## config.mk

```make
export PLATFORM = sky130hd
export DESIGN_NAME = wirf_queue
export DESIGN_NICKNAME = d
export VERILOG_FILES = /design/src/sv/wirf_pkg.sv /design/src/sv/wirf_queue.sv
export SDC_FILE = /design/constraint.sdc
export NUM_CORES = 1
export LEC_CHECK = 0
export BUFFER_PORTS_ARGS = -buffer_cell sky130_fd_sc_hd__buf_2
export CAP_MARGIN = 20
export CORE_ASPECT_RATIO = 1.2
export CORE_MARGIN = 3
export CORE_UTILIZATION = 45
export DETAILED_ROUTE_END_ITERATION = 8
export PLACE_DENSITY_LB_ADDON = 0.15
export SYNTH_ARGS = -nofsm -noshare
export SYNTH_HDL_FRONTEND = slang
export SYNTH_SLANG_ARGS = --single-unit
```

## constraint.sdc

```tcl
create_clock -name clk -period 3.1 [get_ports clk]
set_input_delay 0.62 -clock clk [delete_from_list [all_inputs] [get_ports clk]]
set_output_delay 0.62 -clock clk [all_outputs]
set_load 0.03 [all_outputs]
```

## src/sv/wirf_pkg.sv

```systemverilog
// Shared constants, types and helpers of the window island-removal filter.
`timescale 1ns / 1ps
`default_nettype none
package wirf_pkg;

	// Window geometry and frame limits
	localparam int WIN_SIZE    = 5;
	localparam int MAX_WIDTH   = 2048;
	localparam int MAX_HEIGHT  = 2048;
	localparam int KOFF        = (WIN_SIZE - 1) / 2;
	localparam int KAREA       = WIN_SIZE * WIN_SIZE;
	localparam int CENTER_IDX  = KOFF * WIN_SIZE + KOFF;
	localparam int LB_ROWS     = WIN_SIZE - 1;

	// Register fields and reset values
	localparam int DIM_W      = 12;
	localparam int LIMIT_W    = 6;
	localparam int CFG_IDX_W  = 2;
	localparam int CFG_DATA_W = 12;
	localparam int RST_WIDTH  = 640;
	localparam int RST_HEIGHT = 480;
	localparam int RST_LIMIT  = 4;

	// Internal widths
	localparam int COLOR_W    = 24;
	localparam int WE_W       = $clog2(MAX_WIDTH + 1);
	localparam int HE_W       = $clog2(MAX_HEIGHT + 1);
	localparam int X_W        = $clog2(MAX_WIDTH);
	localparam int Y_W        = $clog2(MAX_HEIGHT);
	localparam int CNT_W      = $clog2(MAX_WIDTH * MAX_HEIGHT + 1);
	localparam int CMEM_AW    = $clog2(KOFF * MAX_WIDTH + KOFF + 2);
	localparam int CMEM_DEPTH = 2 ** CMEM_AW;
	localparam int VCNT_W     = $clog2(KAREA + 1);
	localparam int VIDX_W     = $clog2(KAREA);

	// Result queue
	localparam int QDEPTH = 16;
	localparam int QAW    = $clog2(QDEPTH);
	localparam int CRED_W = $clog2(QDEPTH + 1);

	typedef enum logic [CFG_IDX_W-1:0] {
		REG_FRAME_WIDTH  = 2'd0,
		REG_FRAME_HEIGHT = 2'd1,
		REG_ISLAND_LIMIT = 2'd2
	} cfg_reg_t;

	typedef enum logic {
		OP_PIXEL = 1'b0,
		OP_FLUSH = 1'b1
	} opcode_t;

	typedef logic [COLOR_W-1:0] color_t;
	typedef color_t [LB_ROWS-1:0] lb_col_t;
	typedef color_t [KAREA-1:0] window_t;

	typedef struct packed {
		opcode_t    opcode;
		logic [7:0] in_blue;
		logic [7:0] in_green;
		logic [7:0] in_red;
	} in_item_t;

	typedef struct packed {
		logic [7:0] out_blue;
		logic [7:0] out_green;
		logic [7:0] out_red;
		logic       was_replaced;
		logic       frame_last;
	} out_item_t;

	// Classified output position handed from front to vote pipeline
	typedef struct packed {
		logic   valid;
		logic   border;
		logic   last;
		color_t center;
	} job_t;

	function automatic logic [WE_W-1:0] eff_width(input logic [DIM_W-1:0] v);
		logic [WE_W-1:0] r;
		if (v == '0) r = WE_W'(1);
		else if (int'(v) > MAX_WIDTH) r = WE_W'(MAX_WIDTH);
		else r = WE_W'(v);
		return r;
	endfunction

	function automatic logic [HE_W-1:0] eff_height(input logic [DIM_W-1:0] v);
		logic [HE_W-1:0] r;
		if (v == '0) r = HE_W'(1);
		else if (int'(v) > MAX_HEIGHT) r = HE_W'(MAX_HEIGHT);
		else r = HE_W'(v);
		return r;
	endfunction

endpackage
`default_nettype wire

```

## src/sv/wirf_queue.sv

```systemverilog
// Result queue between the vote pipeline and the output port.
`timescale 1ns / 1ps
`default_nettype none
module wirf_queue import wirf_pkg::*; (
	input  wire logic      clk,
	input  wire logic      arst_n,
	input  wire logic      wr,
	input  wire out_item_t din,
	input  wire logic      rd,
	output logic           empty,
	output out_item_t      dout
);
	out_item_t         mem_q [QDEPTH];
	logic [QAW-1:0]    wptr_q, rptr_q;
	logic [CRED_W-1:0] cnt_q;

	// Advance pointers and occupancy
	always_ff @(posedge clk or negedge arst_n) begin
		if (!arst_n) begin
			wptr_q <= '0;
			rptr_q <= '0;
			cnt_q  <= '0;
		end else begin
			if (wr) wptr_q <= wptr_q + QAW'(1);
			if (rd) rptr_q <= rptr_q + QAW'(1);
			cnt_q <= cnt_q + CRED_W'(wr) - CRED_W'(rd);
		end
	end

	// Store entries
	always_ff @(posedge clk) begin
		if (wr) mem_q[wptr_q] <= din;
	end

	assign empty = cnt_q == '0;
	assign dout  = mem_q[rptr_q];
endmodule
`default_nettype wire

```

==> flow_summary.toml <==
[status]
status = "finished clean"

[die]
dieHeight_um = 214.9
core_area_um2 = 35380
die_area_um2 = 38680
num_rows = 75
start_util = 0.4624
die_w_um = 180.0
io_pins = 57

[timing]
slew_headroom = 0.6088
period_minus_slack_ns = 2.996
fin_setup_tns_ns = 0
worst_slew_pin_slew_ns = 0.5868
timing.final.ws_setup_ns = 0.1044
setup_viol = 0
fmax_mhz = 333.8
final-hold-violation-count = 0
drv_slew = 0
rsz0062_at_grt = "yes"
fin_crit_sh = 0.9663
finClkSkew_ns = 0.005777

[pwr]
leakage_nw = 6.173
irDropWorstVdd_uv = 572.5
p_per_area_nw_per_um2 = 957.9

[global_routing]
grt_pass1_vias = 8288
grt_pass1_wl_um = 53420
grt_overflow = 0
grtUsageTotal = 0.1862
grt_max_degree = 47
antenna_found_initial = 1

[logic_synthesis]
yosysWarnings = 0
synth.yosys.seq_area_share = 0.7836
netlist_area_um2 = 16360
avgSynthCellArea_um2 = 22.81
synthArstFlopShare = 0.03030
synth_edf_count = 416
synth_ff_type = "edfxtp_1"
synth_cell_types = 30
synth_nets = 759
synth_cells = 717
ys_ff_latch = 429

[layout]
ff_latch_area_um2 = 12820
final_util = 0.5371
drive_gt1_frac = 0.3266
nFillCells = 2633
final_cells = 1308
area_growth_syn_to_layout_pct = 16.16
finalNetCount = 861
stdcell_area_um2 = 19000
multi_input_area_um2 = 3417

[clock_network]
ctsLongestPathBuffers = 3
cts_tree = "built"
cts_sinks = 429
root_buffer = "clkbuf_16"
clk_pin_slew_ns = 0.06
numCtsBuffers = 41
htree_levels = 2
clk-insertion-delay-late_ns = 0.53

[setup_path]
r2r_slack_ns = 0.95
startpoint = "rptr_q[0]$_DFFE_PN0P_"
crit_arrival_ns = 2.38
crit_path_end = "dout[22]"
critPathSlowestCell = "mux4_2"
crit_path_end_kind = "output pin"
crit_type = "register to output pin"
r2r-start = "wptr_q[2]$_DFFE_PN0P_"
critPathLaunchType = "register"
cpPeakStageDelay_ns = 0.51
rr_worst_depth = 3
path_cells = "buf_4, buf_16, mux4_2, a22oi_1, nand2_1, buf_2"
r2r-end = "mem_q[14][25]$_DFFE_PP_"
critPathRequiredTime_ns = 2.48
critPathMaxFanout = 12

[routing]
drt-total-wl_um = 36480
drt_iter0_markers = 663
vias_per_cell = 5.780
dr.pass1.iters = 5
drtAntennaViolNets = 0
drc_errors = 0
vias = 7560
wire_per_inst_um = 27.89

[job]
cap_violations = 0

[placed_design]
dp_hpwl_um = 18710
port_buffers = 56
place_congestion = 0.7330
placed_area_um2 = 17520
post-place-ws_ns = 0.5009
post-place-cells = 1227

[hold_path]
worstHoldStart = "rd"
hp-class = "input port to register"
## critical path, delay by kind of cell (launching register included)
kind                   cells  cell delay (ns)
buffers and inverters      3             0.55
AO/OA/AOI/OAI              1             0.21
flip-flops                 1             0.43
AND/OR/NAND/NOR            1             0.14
multiplexers               1             0.51
## layer usage
layer  wire [um]  vias up  share of wire  track usage
li1            -     3218              -            -
met1       14540     4084           0.40       0.2433
met2       19310      205           0.53       0.3270
met3        1863       53          0.051      0.03163
met4         770        0          0.021      0.04965
met5           0        -              0            0
## repair_timing
action,CTS,global route
hold buffers,1,0
endpoints found under the hold margin,13,0
setup endpoints to repair,8,19
buffers inserted,0,5
cloned,0,5
resized for setup,5,3
## cell usage after synthesis, drive strengths merged, types with 2 or more instances
| cell | count | area, um2 |
|---|---|---|
| nand2b | 2 | 12.51 |
| nand2 | 33 | 123.9 |
| dfrtp | 13 | 325.3 |
| mux4 | 104 | 2342 |
| a21oi | 2 | 10.01 |
| ha | 11 | 137.6 |
| nor2b | 2 | 12.51 |
| nor2 | 13 | 48.80 |
| clkbuf | 19 | 72.56 |
| edfxtp | 416 | 12490 |
| nor3 | 4 | 20.02 |
| nand4 | 2 | 12.51 |
| buf | 19 | 172.7 |
| xnor2 | 5 | 43.79 |
| inv | 8 | 30.03 |
| a22oi | 52 | 390.4 |
| xor2 | 5 | 43.79 |
## sequential cells by signal, indices dropped and copies added (netlist names)
| register | cells |
|---|---|
| wptr_q | 4 |
| cnt_q | 5 |
| mem_q | 416 |
| rptr_q | 4 |
## worst min path at each step
stage                                  endpoint  slack [ns]  cells after the start
after CTS                 rptr_q[0]$_DFFE_PN0P_        0.35                      2
final                     rptr_q[0]$_DFFE_PN0P_        0.37                      2
after floorplan              cnt_q[0]$_DFF_PN0_        0.32                      0
after global routing      rptr_q[0]$_DFFE_PN0P_        0.36                      2
after detailed placement     cnt_q[2]$_DFF_PN0_        0.54                      1
after global placement       cnt_q[2]$_DFF_PN0_        0.52                      1
## cells by family (layout without fill, tap and decap cells)
group           count (synthesis)  count (layout)  synth area share
compound gates                 57              57           0.02570
xor+xnor                       10              10          0.005354
fa+ha+maj                      12              12          0.009638
buf+inv                        46             174           0.01683
flops                         429             429            0.7836
mux                           105             105            0.1439
other cells                     0               1                 0
simple gates                   58              58           0.01499
## cell usage in the layout (no fill, tap or decap), types with 2 or more instances in the layout
master | netlist | layout
a21oi_1 | 2 | 2
a22oi_1 | 52 | 50
a22oi_2 | 0 | 2
buf_12 | 4 | 11
buf_16 | 0 | 3
buf_2 | 11 | 54
buf_4 | 1 | 21
buf_6 | 1 | 2
bufinv_16 | 0 | 5
clkbuf_1 | 18 | 6
clkbuf_16 | 0 | 45
clkinv_1 | 0 | 11
clkinv_2 | 0 | 6
dfrtp_1 | 13 | 11
dfrtp_4 | 0 | 2
edfxtp_1 | 416 | 416
ha_1 | 11 | 11
inv_1 | 8 | 8
mux4_2 | 104 | 104
nand2_1 | 33 | 33
nand2b_1 | 2 | 2
nand4_1 | 2 | 2
nor2_4 | 0 | 12
nor2b_2 | 0 | 2
nor3_4 | 0 | 4
xnor2_1 | 5 | 5
xor2_1 | 5 | 5
## power by group
part	leakage, nW	switching [mW]	internal, mW	total (mW)
registers	3.91	0.286	7.02	7.31
clock network	0.624	1.99	2.82	4.81
logic	1.64	3.56	2.52	6.08
## layout make-up
class | instances | share of cell area
clock inverter | 22 | 0.01166
inverter | 8 | 0.001580
clock buffer | 47 | 0.05518
tap | 462 | 0.03042
sequential | 429 | 0.6750
timing repair buffer | 97 | 0.04623
antenna | 1 | 0.0001317
multi-input combinational | 242 | 0.1798
## per-stage QoR
| step | hold slack, ns | power (mW) |
|---|---|---|
| 4_1_cts | 0.3483 | 18.10 |
| 2_1_floorplan | 0.3244 | 11.39 |
| 5_1_grt | 0.3632 | 19.04 |
| 6_report | 0.3707 | 18.20 |
| 3_5_place_dp | 0.5447 | 13.25 |
| 3_3_place_gp | 0.5244 | 13.09 |
No activity file was read; power rests on OpenSTA's default activity.
